$ cat src/hdl/vsd_pkg.sv
package vsd_pkg;

    localparam int CHUNK_EDGE  = 16;
    localparam int PAD_EDGE    = CHUNK_EDGE + 2;
    localparam int PLANE_SIZE  = PAD_EDGE * PAD_EDGE;
    localparam int POS_W       = $clog2(PAD_EDGE);
    localparam int ADDR_W      = $clog2(PLANE_SIZE);
    localparam int VALUE_W     = 8;
    localparam int FIELD_W     = 4;
    localparam int IN_TDATA_W  = ((VALUE_W + 7) / 8) * 8;
    localparam int OUT_TDATA_W = ((3 * FIELD_W + 7) / 8) * 8;

    // Column word: occupancy of one (x, y) in the last two planes.
    localparam int COL_W   = 2;
    localparam int NEW_BIT = 1;   // most recent plane
    localparam int OLD_BIT = 0;   // plane before that

    // Read runs this many positions ahead of the current item.
    localparam int LOOKAHEAD = PAD_EDGE + 1;

    // Column line taps, relative to the current item position t.
    localparam int LINE_LEN = 2 * PAD_EDGE;
    localparam int TAP_XP   = PAD_EDGE - 2;      // t + 1
    localparam int TAP_C    = PAD_EDGE - 1;      // t
    localparam int TAP_XM   = PAD_EDGE;          // t - 1
    localparam int TAP_YM   = 2 * PAD_EDGE - 1;  // t - PAD_EDGE

    typedef struct packed {
        logic [FIELD_W-1:0] box_z;
        logic [FIELD_W-1:0] box_y;
        logic [FIELD_W-1:0] box_x;
    } box_t;

endpackage

$ cat src/hdl/voxel_surface_detect_unit.sv
// Surface voxel finder for one padded chunk (edge CHUNK_EDGE + 2) streamed in raster
// order, x fastest, z slowest, one voxel value per item; nonzero means solid. For every
// solid voxel inside the padding with at least one empty face neighbour, the block emits
// its local coordinates (padded coordinate minus one) when its +z neighbour arrives; the
// result is registered in the output stage. One item is taken every cycle: the plane
// history sits in a 324 x 2 column RAM (one bit for each of the last two planes per
// (x, y)), read PAD_EDGE + 1 positions ahead of the input and written back at the
// current position on the same cycle, so the single read port and single write port
// set the rate. Read and write addresses never meet, so no forwarding is needed. There
// is no clearing pass after reset: entries of the RAM are only used once the chunk has
// rewritten them. A two-deep output stage (register plus skid) lets one more result in
// while a result waits; input stalls only when both are full. Position counters restart
// at the chunk origin on reset and wrap after the last voxel.

module voxel_surface_detect_unit (
    input  logic                             clk,
    input  logic                             rst_n,

    input  logic                             s_axis_tvalid,
    output logic                             s_axis_tready,
    input  logic [vsd_pkg::IN_TDATA_W-1:0]   s_axis_tdata,   // [7:0] voxel_value

    output logic                             m_axis_tvalid,
    input  logic                             m_axis_tready,
    output logic [vsd_pkg::OUT_TDATA_W-1:0]  m_axis_tdata    // [3:0] box_x, [7:4] box_y,
                                                             // [11:8] box_z, rest zero
);

    localparam int POS_W  = vsd_pkg::POS_W;
    localparam int ADDR_W = vsd_pkg::ADDR_W;

    // ---------------------------------------------------------------- position
    logic [POS_W-1:0]  pos_x_reg, pos_x_next;
    logic [POS_W-1:0]  pos_y_reg, pos_y_next;
    logic [POS_W-1:0]  pos_z_reg, pos_z_next;
    logic [ADDR_W-1:0] addr_reg,  addr_next;   // x + PAD_EDGE * y

    logic in_accept;
    assign in_accept = s_axis_tvalid && s_axis_tready;

    always_comb
    begin
        pos_x_next = pos_x_reg;
        pos_y_next = pos_y_reg;
        pos_z_next = pos_z_reg;
        addr_next  = addr_reg;
        if (in_accept)
        begin
            if (addr_reg == ADDR_W'(vsd_pkg::PLANE_SIZE - 1))
            begin
                addr_next = '0;
            end
            else
            begin
                addr_next = addr_reg + ADDR_W'(1);
            end

            if (pos_x_reg == POS_W'(vsd_pkg::PAD_EDGE - 1))
            begin
                pos_x_next = '0;
                if (pos_y_reg == POS_W'(vsd_pkg::PAD_EDGE - 1))
                begin
                    pos_y_next = '0;
                    if (pos_z_reg == POS_W'(vsd_pkg::PAD_EDGE - 1))
                    begin
                        pos_z_next = '0;
                    end
                    else
                    begin
                        pos_z_next = pos_z_reg + POS_W'(1);
                    end
                end
                else
                begin
                    pos_y_next = pos_y_reg + POS_W'(1);
                end
            end
            else
            begin
                pos_x_next = pos_x_reg + POS_W'(1);
            end
        end
    end

    always_ff @(posedge clk or negedge rst_n)
    begin
        if (!rst_n)
        begin
            pos_x_reg <= '0;
            pos_y_reg <= '0;
            pos_z_reg <= '0;
            addr_reg  <= '0;
        end
        else
        begin
            pos_x_reg <= pos_x_next;
            pos_y_reg <= pos_y_next;
            pos_z_reg <= pos_z_next;
            addr_reg  <= addr_next;
        end
    end

    // ---------------------------------------------------------------- column RAM
    // Read address runs LOOKAHEAD ahead, modulo one plane. With the registered read,
    // rdata at the current item is the column of (x, y + 1).
    logic [ADDR_W:0]                 ahead_sum;
    logic [ADDR_W-1:0]               rd_addr;
    logic [vsd_pkg::COL_W-1:0]       rd_col;
    logic [vsd_pkg::COL_W-1:0]       wr_col;
    logic                            here;

    assign ahead_sum = {1'b0, addr_reg} + (ADDR_W + 1)'(vsd_pkg::LOOKAHEAD);

    always_comb
    begin
        if (ahead_sum >= (ADDR_W + 1)'(vsd_pkg::PLANE_SIZE))
        begin
            rd_addr = ADDR_W'(ahead_sum - (ADDR_W + 1)'(vsd_pkg::PLANE_SIZE));
        end
        else
        begin
            rd_addr = ADDR_W'(ahead_sum);
        end
    end

    assign here = |s_axis_tdata[vsd_pkg::VALUE_W-1:0];

    vsd_ram #(
        .DEPTH  (vsd_pkg::PLANE_SIZE),
        .ADDR_W (ADDR_W),
        .DATA_W (vsd_pkg::COL_W)
    ) u_col_ram (
        .clk   (clk),
        .we    (in_accept),
        .waddr (addr_reg),
        .wdata (wr_col),
        .re    (in_accept),
        .raddr (rd_addr),
        .rdata (rd_col)
    );

    // ---------------------------------------------------------------- column line
    // Columns read from the RAM, oldest at the far end; fixed taps give the
    // in-plane neighbours and the center column.
    logic [vsd_pkg::COL_W-1:0] line_reg [vsd_pkg::LINE_LEN];

    always_ff @(posedge clk)
    begin
        if (in_accept)
        begin
            line_reg[0] <= rd_col;
            for (int k = 1; k < vsd_pkg::LINE_LEN; k++)
            begin
                line_reg[k] <= line_reg[k-1];
            end
        end
    end

    // new column word: this plane on top, center's previous plane below
    assign wr_col = {here, line_reg[vsd_pkg::TAP_C][vsd_pkg::NEW_BIT]};

    // ---------------------------------------------------------------- decision
    logic        in_core;
    logic        center;
    logic        open_face;
    logic        hit;
    vsd_pkg::box_t hit_box;

    // z - 1 <= CHUNK_EDGE always holds since z < PAD_EDGE
    assign in_core = (pos_z_reg >= POS_W'(2))
                  && (pos_x_reg >= POS_W'(1)) && (pos_x_reg <= POS_W'(vsd_pkg::CHUNK_EDGE))
                  && (pos_y_reg >= POS_W'(1)) && (pos_y_reg <= POS_W'(vsd_pkg::CHUNK_EDGE));

    assign center    = line_reg[vsd_pkg::TAP_C][vsd_pkg::NEW_BIT];
    assign open_face = !here
                    || !line_reg[vsd_pkg::TAP_XM][vsd_pkg::NEW_BIT]
                    || !line_reg[vsd_pkg::TAP_XP][vsd_pkg::NEW_BIT]
                    || !line_reg[vsd_pkg::TAP_YM][vsd_pkg::NEW_BIT]
                    || !rd_col[vsd_pkg::NEW_BIT]
                    || !line_reg[vsd_pkg::TAP_C][vsd_pkg::OLD_BIT];

    assign hit = in_accept && in_core && center && open_face;

    assign hit_box.box_x = vsd_pkg::FIELD_W'(pos_x_reg - POS_W'(1));
    assign hit_box.box_y = vsd_pkg::FIELD_W'(pos_y_reg - POS_W'(1));
    assign hit_box.box_z = vsd_pkg::FIELD_W'(pos_z_reg - POS_W'(2));

    // ---------------------------------------------------------------- output stage
    logic          out_valid_reg,  out_valid_next;
    logic          skid_valid_reg, skid_valid_next;
    vsd_pkg::box_t out_reg,  out_next;
    vsd_pkg::box_t skid_reg, skid_next;

    always_comb
    begin
        out_valid_next  = out_valid_reg;
        skid_valid_next = skid_valid_reg;
        out_next        = out_reg;
        skid_next       = skid_reg;
        if (!out_valid_reg || m_axis_tready)
        begin
            if (skid_valid_reg)
            begin
                // input is held off while skid is full, so no hit here
                out_next        = skid_reg;
                out_valid_next  = 1'b1;
                skid_valid_next = 1'b0;
            end
            else
            begin
                out_next       = hit_box;
                out_valid_next = hit;
            end
        end
        else if (hit)
        begin
            skid_next       = hit_box;
            skid_valid_next = 1'b1;
        end
    end

    always_ff @(posedge clk or negedge rst_n)
    begin
        if (!rst_n)
        begin
            out_valid_reg  <= 1'b0;
            skid_valid_reg <= 1'b0;
        end
        else
        begin
            out_valid_reg  <= out_valid_next;
            skid_valid_reg <= skid_valid_next;
        end
    end

    always_ff @(posedge clk)
    begin
        out_reg  <= out_next;
        skid_reg <= skid_next;
    end

    assign s_axis_tready = !skid_valid_reg;
    assign m_axis_tvalid = out_valid_reg;
    assign m_axis_tdata  = vsd_pkg::OUT_TDATA_W'(out_reg);

endmodule

$ cat src/hdl/vsd_ram.sv
module vsd_ram #(
    parameter int DEPTH  = 324,
    parameter int ADDR_W = 9,
    parameter int DATA_W = 2
) (
    input  logic              clk,
    input  logic              we,
    input  logic [ADDR_W-1:0] waddr,
    input  logic [DATA_W-1:0] wdata,
    input  logic              re,
    input  logic [ADDR_W-1:0] raddr,
    output logic [DATA_W-1:0] rdata
);

    logic [DATA_W-1:0] mem [DEPTH];
    logic [DATA_W-1:0] rdata_reg;

    always_ff @(posedge clk)
    begin
        if (we)
        begin
            mem[waddr] <= wdata;
        end
    end

    // read data holds while re is low
    always_ff @(posedge clk)
    begin
        if (re)
        begin
            rdata_reg <= mem[raddr];
        end
    end

    assign rdata = rdata_reg;

endmodule

$ cat config.mk
export PLATFORM = sky130hd
export DESIGN_NAME = voxel_surface_detect_unit
export DESIGN_NICKNAME = d
export VERILOG_FILES = /design/src/hdl/vsd_pkg.sv /design/src/hdl/voxel_surface_detect_unit.sv /design/src/hdl/vsd_ram.sv
export SDC_FILE = /design/constraint.sdc
export NUM_CORES = 1
export LEC_CHECK = 0
export ABC_AREA = 1
export BUFFER_PORTS_ARGS = -buffer_cell sky130_fd_sc_hd__buf_4
export CORE_UTILIZATION = 63
export CTS_CLUSTER_DIAMETER = 60
export CTS_CLUSTER_SIZE = 8
export DETAILED_ROUTE_END_ITERATION = 16
export PLACE_DENSITY = 0.79
export REMOVE_ABC_BUFFERS = 1
export SLEW_MARGIN = 20
export SYNTH_ARGS = -nofsm -noshare
export SYNTH_HDL_FRONTEND = slang
export SYNTH_SLANG_ARGS = --single-unit
$ cat constraint.sdc
create_clock -name clk -period 8.2 [get_ports clk]
set_input_delay 1.64 -clock clk [delete_from_list [all_inputs] [get_ports clk]]
set_output_delay 1.64 -clock clk [all_outputs]
set_load 0.03 [all_outputs]
After elaboration in Yosys (flattened, before gate mapping):

Memory sizes are Yosys's and may differ from the RTL's. A register that Yosys moved wholly into a read port is not among the register bits.
Index checks and enable logic that the tools add are counted.
W data, S select, Z words.

* bits of input ports: 12
* memories kept: 2
* output and inout port bits: 18
* register bits after elaboration: 50
* memory bits (writable): 720
* word-level logic and storage cells: 72

Memories
* u_col_ram.mem: words 324, width 2, read ports 1, clocked after memory_dff 1, wr ports 1, RTL line vsd_ram.sv:15 `logic [DATA_W-1:0] mem [DEPTH];`
* line_reg: words 36, width 2, read ports 36, clocked after memory_dff 0, wr ports 36, RTL line voxel_surface_detect_unit.sv:145 `logic [vsd_pkg::COL_W-1:0] line_reg [vsd_pkg::LINE_LEN];`

* reduce and logical (&&, ||, !) cells: 27
* magnitude comparators: 6
* multiplexer cells: 11
* add/subtract/negate cells: 9
* bitwise operators: 1
* equal/unequal tests: 4

Operator list (number)
* $mux W9: 2
* $add A5 B1 Y5 const B: 3
* $eq A5 B5 Y1 const B: 3
* $mux W5: 3
* $mux W12: 1
* $add A9 B5 Y10 const B: 1
* $ge A10 B9 Y1 const B: 1
* $ge A5 B1 Y1 const B: 2
* $le A5 B5 Y1 const B: 2
* $add A9 B1 Y9 const B: 1
* $eq A9 B9 Y1 const B: 1
* $sub A9 B9 Y9 const B: 1
* $logic_and A1 B1 Y1: 8
* $logic_not A1 Y1: 8
* $reduce_or A8 Y1: 1
* $sub A4 B1 Y4 const B: 2
* $logic_or A1 B1 Y1: 6
* $ge A5 B2 Y1 const B: 1
* $mux W1: 5
* $reduce_and A2 Y1: 2
* $sub A4 B2 Y4 const B: 1
* $reduce_and A3 Y1: 1
* $reduce_bool A2 Y1: 1
* $not A1 Y1: 1

Depth between registers and ports, before layout:

* depth in word-level cells: 10
* gate-level depth with buffers: 28
* mapped depth without buffers: 23

Cells and area by module:

From an unflattened synthesis, not the netlist that was laid out.

* cell total of the unflattened synthesis: 2950
* area, all modules: 32344.8 sq um

Modules (own cells, without submodules)
* vsd_ram: sequential area each 19518.7 sq um, cells an instance 2546, area an instance 27710.3 sq um, times used 1
* voxel_surface_detect_unit: sequential area each 2992.9 sq um, cells an instance 404, area an instance 4634.4 sq um, times used 1

Worst setup path after synthesis:

OpenSTA, ideal clock, no wires.

* kind: input -> register
* start: input port s_axis_tdata[1] (netlist bit)
* end: register skid_reg[0] (netlist bit) (enable)
* cell stages on the path: 5
* required time: 7.820 ns
* arrival time: 6.716 ns
* buffers on the path: 0
* path slack: 1.103 ns
* cells stage by stage: nor4_1 nand2_1 a311oi_1 nor2_1 nor2_1

* word-level cells in the longest chain between the ends: 9

Ends and longest elaborated chain
* from (decl): RTL line voxel_surface_detect_unit.sv:21 `input logic [vsd_pkg::IN_TDATA_W-1:0] s_axis_tdata,`
* $reduce_or A8 Y1: RTL line voxel_surface_detect_unit.sv:126 `assign here = |s_axis_tdata[vsd_pkg::VALUE_W-1:0];`
* named net here: RTL line voxel_surface_detect_unit.sv:110 `logic here;`
* $logic_not A1 Y1: RTL line voxel_surface_detect_unit.sv:175 `assign open_face = !here`
* $logic_or A1 B1 Y1: RTL line voxel_surface_detect_unit.sv:176 `|| !line_reg[vsd_pkg::TAP_XM][vsd_pkg::NEW_BIT]`
* $logic_or A1 B1 Y1: RTL line voxel_surface_detect_unit.sv:177 `|| !line_reg[vsd_pkg::TAP_XP][vsd_pkg::NEW_BIT]`
* $logic_or A1 B1 Y1: RTL line voxel_surface_detect_unit.sv:178 `|| !line_reg[vsd_pkg::TAP_YM][vsd_pkg::NEW_BIT]`
* $logic_or A1 B1 Y1: RTL line voxel_surface_detect_unit.sv:179 `|| !rd_col[vsd_pkg::NEW_BIT]`
* $logic_or A1 B1 Y1: RTL line voxel_surface_detect_unit.sv:180 `|| !line_reg[vsd_pkg::TAP_C][vsd_pkg::OLD_BIT];`
* $logic_and A1 B1 Y1: RTL line voxel_surface_detect_unit.sv:182 `assign hit = in_accept && in_core && center && open_face;`
* $reduce_and A2 Y1 (no line)
* to (signal assigned): RTL line voxel_surface_detect_unit.sv:239 `skid_reg <= skid_next;`
* to (decl): RTL line voxel_surface_detect_unit.sv:192 `vsd_pkg::box_t skid_reg, skid_next;`

The timed path passes the listed nets, and every way through them passes these cells.
A chain may end at the register's enable or synchronous reset.

Worst setup path in the final report:

* start: register addr_reg[0]
* end: register u_col_ram.rdata_reg[1] (netlist: u_col_ram.rdata[1]) (read register of u_col_ram.mem) (data pin)

* word-level cells in the longest chain between the ends: 3

Ends and longest elaborated chain
* from (decl): RTL line voxel_surface_detect_unit.sv:36 `logic [ADDR_W-1:0] addr_reg, addr_next;`
* from (signal assigned): RTL line voxel_surface_detect_unit.sv:99 `addr_reg <= addr_next;`
* $add A9 B5 Y10 (*): RTL line voxel_surface_detect_unit.sv:112 `assign ahead_sum = {1'b0, addr_reg} + (ADDR_W + 1)'(vsd_pkg::LOOKAHEAD);`
* $sub A9 B9 Y9 or $ge A10 B9 Y1 (tied branches): RTL line voxel_surface_detect_unit.sv:118, voxel_surface_detect_unit.sv:116
* $mux W9 (*): RTL line voxel_surface_detect_unit.sv:116 `if (ahead_sum >= (ADDR_W + 1)'(vsd_pkg::PLANE_SIZE))`
* to (decl): RTL line vsd_ram.sv:16 `logic [DATA_W-1:0] rdata_reg;`

Mark *: on every way between the ends. The rest lies on a longest branch, timed or not.

==> reports/summary.md <==
The flow ran to the end, and the final reports show no timing, DRC or antenna violations. The clock edge transition at the registers on the reported setup and hold paths was 0.05 ns; the final worst-path setup slack was 2.23 ns. The design draws 13.3 mW.

The HPWL reported at the end of detailed placement is 43100 microns, and the number of buffers added by the clock tree synthesis step is 104. After clock tree synthesis, the repair step resized 0 gates. The number of I/O port buffers is 25, and the peak supply drop is 0.316 mV.

Once detail routing completed, the nets flagged for antenna violations numbered 0. STA classifies the critical path startpoint as a register. The run gives 0 as the max-slew violation count. The level count of the clock H-tree is 3. For this design, the CTS-stage hold fixing added 0 buffers. The maximum fanout encountered on the critical timing path is 117. The number of antenna diodes in the final layout is 0. The post-synthesis instance total was 2762. The final weighted congestion in routability-driven placement was 0.916.

The area share of the leading cell type in the synthesized netlist was 68.5%; the number of maximum-capacitance violations was 0. No sink is reached through more buffers than the 3 on the longest clock path. Leaving out filler cells and counting taps, the final layout contains 3435. The layout overhead on the synthesized area is 10.5%. After the first detailed-routing iteration, the DRC count stood at 3066. The logs give 50100 sq um for the standard cell core area and 0 for the DRC violations left. The net count of the finished layout is 2757. At the worst endpoint, the arrival time is 6.38 ns.

Clock tree synthesis found a total of 754 sinks. The run gives 70.6% as the proportion of synthesized chip area in sequential cells. After synthesis the cells add up to 31900 sq um. TritonCTS built the clock tree. The clock network is responsible for 28.4% of the overall power.

OpenSTA, run right after detailed placement, puts the worst setup slack at 2.49 ns. The tools report the number of global-route vias before repair as 21200. The net switching share of the total power was 38.7%.

Ranked by total cell area, the synthesized netlist is headed by edfxtp_1 (69%), nand2_1 (7.8%), nor2_1 (4.7%), a32o_1 (3.3%), a21oi_1 (3.1%). Setup violations remaining at the end of the flow were counted as 0. The smallest clock period supported by the final layout is computed as 5.97 ns. Combinational cell fraction of total power: 37.5%. The worst setup path is of the reg -> reg kind. The number of filler instances in the final layout is 3383, and the worst hold slack is 0.403 ns. Before antenna repair, the detailed router went through 7 iterations.

Number of core rows: 82. The final worst-path cycle share was 72.9%; the effective utilization at floorplan was 63.7%. The die is 227 microns tall. The synthesized netlist contains 38 unique library cells. Total instance count after detailed placement: 3292. Root buffer cell: clkbuf_16.

Entering global routing, the biggest net connects 238 pins. The register with the most flip-flops in the layout has 648 of them. Adding up every negative setup slack in the final design gives 0 ns. After clock tree synthesis, the setup repair step added 0 buffers.

After synthesis the netlist holds a flip-flop and latch count of 754. The post-route netlist has 7.27% of its cells at a drive strength greater than 1. Required time of the critical path: 8.60 ns.

The internal power of the cells totals 8.18 mW. The first global-routing pass estimated 120000 microns of wire. Area enclosed by the die boundary: 51500 sq um.

The initial antenna violation count is 0, and the mean cell area of the mapped netlist is 11.6 sq um. Dividing total power by cell area gives a power density of 378 nW/um^2. Using the TritonRoute via totals, the vias-per-cell ratio works out to 6.45. Setup repair after global routing left no endpoint under its margin. The path class of the tightest hold or removal check is reg -> reg. The routed layout has 22200 vias. For this design the static power due to leakage is 12.3 nW. In the final routed layout, each cell accounts on average for 23.1 microns. The worst setup path is captured at a register.

For this run, the top clock speed supported by timing is 167 MHz. The worst pin sits at a relative slew slack of 12.3%. The portion of total power attributed to sequential cells is 34.1%, and the total global routing overflow is 0. The Yosys step of the flow raised 0 warnings. The library cell with the largest summed area after synthesis is edfxtp_1. The width of the die works out to 227 microns.

The number of placed I/O pins came out at 30. The total length of routed wires was 79200 microns; the worst-margin pin slew was 1.32 ns. For this design the total switching power over the nets is 5.16 mW.

The tools report the worst setup skew after layout as 0.0231 ns. The logs give 0 for the count of final hold-check violations and 31.2% for the overall fraction of global-route tracks in use. The later pin in the worst-skew pair is clocked with a latency of 0.65 ns.
## power groups by stage
stage                     Combinational [mW]  Clock (mW)  Sequential (mW)
after floorplan                         3.29           0             4.69
after global placement                  4.70           0             4.60
after detailed placement                4.82           0             4.61
after CTS                               4.87        3.82             4.54
after global routing                    5.35        3.97             4.56
final                                   5.00        3.79             4.55
## worst paths after layout
path / start / endpoint / slack [ns] / cells after the start
min: line_reg[29][1] / line_reg[30][1] / 0.40 / 0
max in group asynchronous: rst_n / addr_reg[0] / 6.95 / 1
max: addr_reg[0] / u_col_ram.rdata[1] / 2.23 / 20
min in group asynchronous: rst_n / pos_z_reg[1] / 0.92 / 1
max reg2reg: addr_reg[0] / u_col_ram.rdata[1] / 2.23 / 20
min reg2reg: line_reg[29][1] / line_reg[30][1] / 0.40 / 0
## stage by stage
step           area, sq um  utilization, %
2_1_floorplan        31100               -
3_3_place_gp         32400            64.7
3_5_place_dp         32400            64.7
4_1_cts              35200            70.4
5_1_grt              35200            70.4
6_report             35200            70.4
## layout by cell type, fill, tap and decap left out, drive strengths merged
cell,count
ha,19
o221ai,2
nor3b,2
clkinv,2
nand4,4
a21oi,198
o22ai,23
nor2,404
buf,53
nand2,672
o41ai,1
clkbuf,139
xor2,12
a32o,104
nand3,186
o31ai,1
conb,4
dfrtp,26
nor4,4
inv,57
edfxtp,728
o21ai,93
a311oi,1
nor3,12
o211ai,16
## synth_stat cells
cell type and count:
nor4_1 4, o221ai_1 2, nand2_1 662, a311oi_1 1, buf_2 24, o21ai_1 14, buf_6 5, ha_1 19
xor2_2 1, a21oi_1 198, dfrtp_1 26, nand2_4 5, buf_1 13, o31ai_1 1, inv_1 48, xor2_1 11
inv_2 5, o21ai_4 1, clkbuf_1 151, nand3_2 2, o21ai_0 78, buf_4 5, conb_1 1, a32o_1 104
o41ai_1 1, nor3_1 12, nand4_1 4, nor2_4 1, o22ai_1 23, nor2_1 399, nand3_4 1, nor3b_1 2
edfxtp_1 728, nand3_1 183, o211ai_1 16, clkinv_1 2, nand2_2 5, nor2_2 4
## cell type report
class	instances	area, sq um	share of cell area, %
sequential	754	22500	63.9
multi-input combinational	1758	8420	23.9
clock buffer	139	2800	7.94
tap	672	841	2.39
timing repair buffer	53	422	1.20
inverter	55	221	0.628
clock inverter	4	35.0	0.0994
## logic make-up after synthesis
logic type | Yosys count | share of synthesized area (%)
adders and majority gates | 19 | 0.745
AOI/OAI and AO/OA | 439 | 8.82
xor gates and xnor gates | 12 | 0.353
other | 1 | 0.0118
and+or+nand+nor | 1284 | 16.3
buffers and inverters | 253 | 3.25
DFF | 754 | 70.6
## critical path, cell delays in order (launching register included)
cell	delay [ns]
dfrtp_4	1.07
inv_8	0.48
ha_2	0.39
inv_1	0.09
nor2_1	0.05
nor2_1	0.35
inv_1	0.21
ha_1	0.28
inv_1	0.07
nor2_2	0.04
nand3_1	0.12
nand3_4	0.12
a21oi_1	0.27
xor2_2	0.71
clkinv_1	0.66
nand3_1	0.26
nand3_1	0.10
nand3_1	0.15
nand2_1	0.10
nand2_1	0.07
nand2_1	0.04
## metal layers
metal | share of wire [%] | wire [microns] | GRT usage (%)
met5 | 0 | 0 | 0
met4 | 4.7 | 3690 | 14.8
met3 | 11 | 8680 | 6.63
met2 | 47 | 37300 | 48.7
met1 | 37 | 29600 | 42.1
Power figures use the tool's default switching activity.
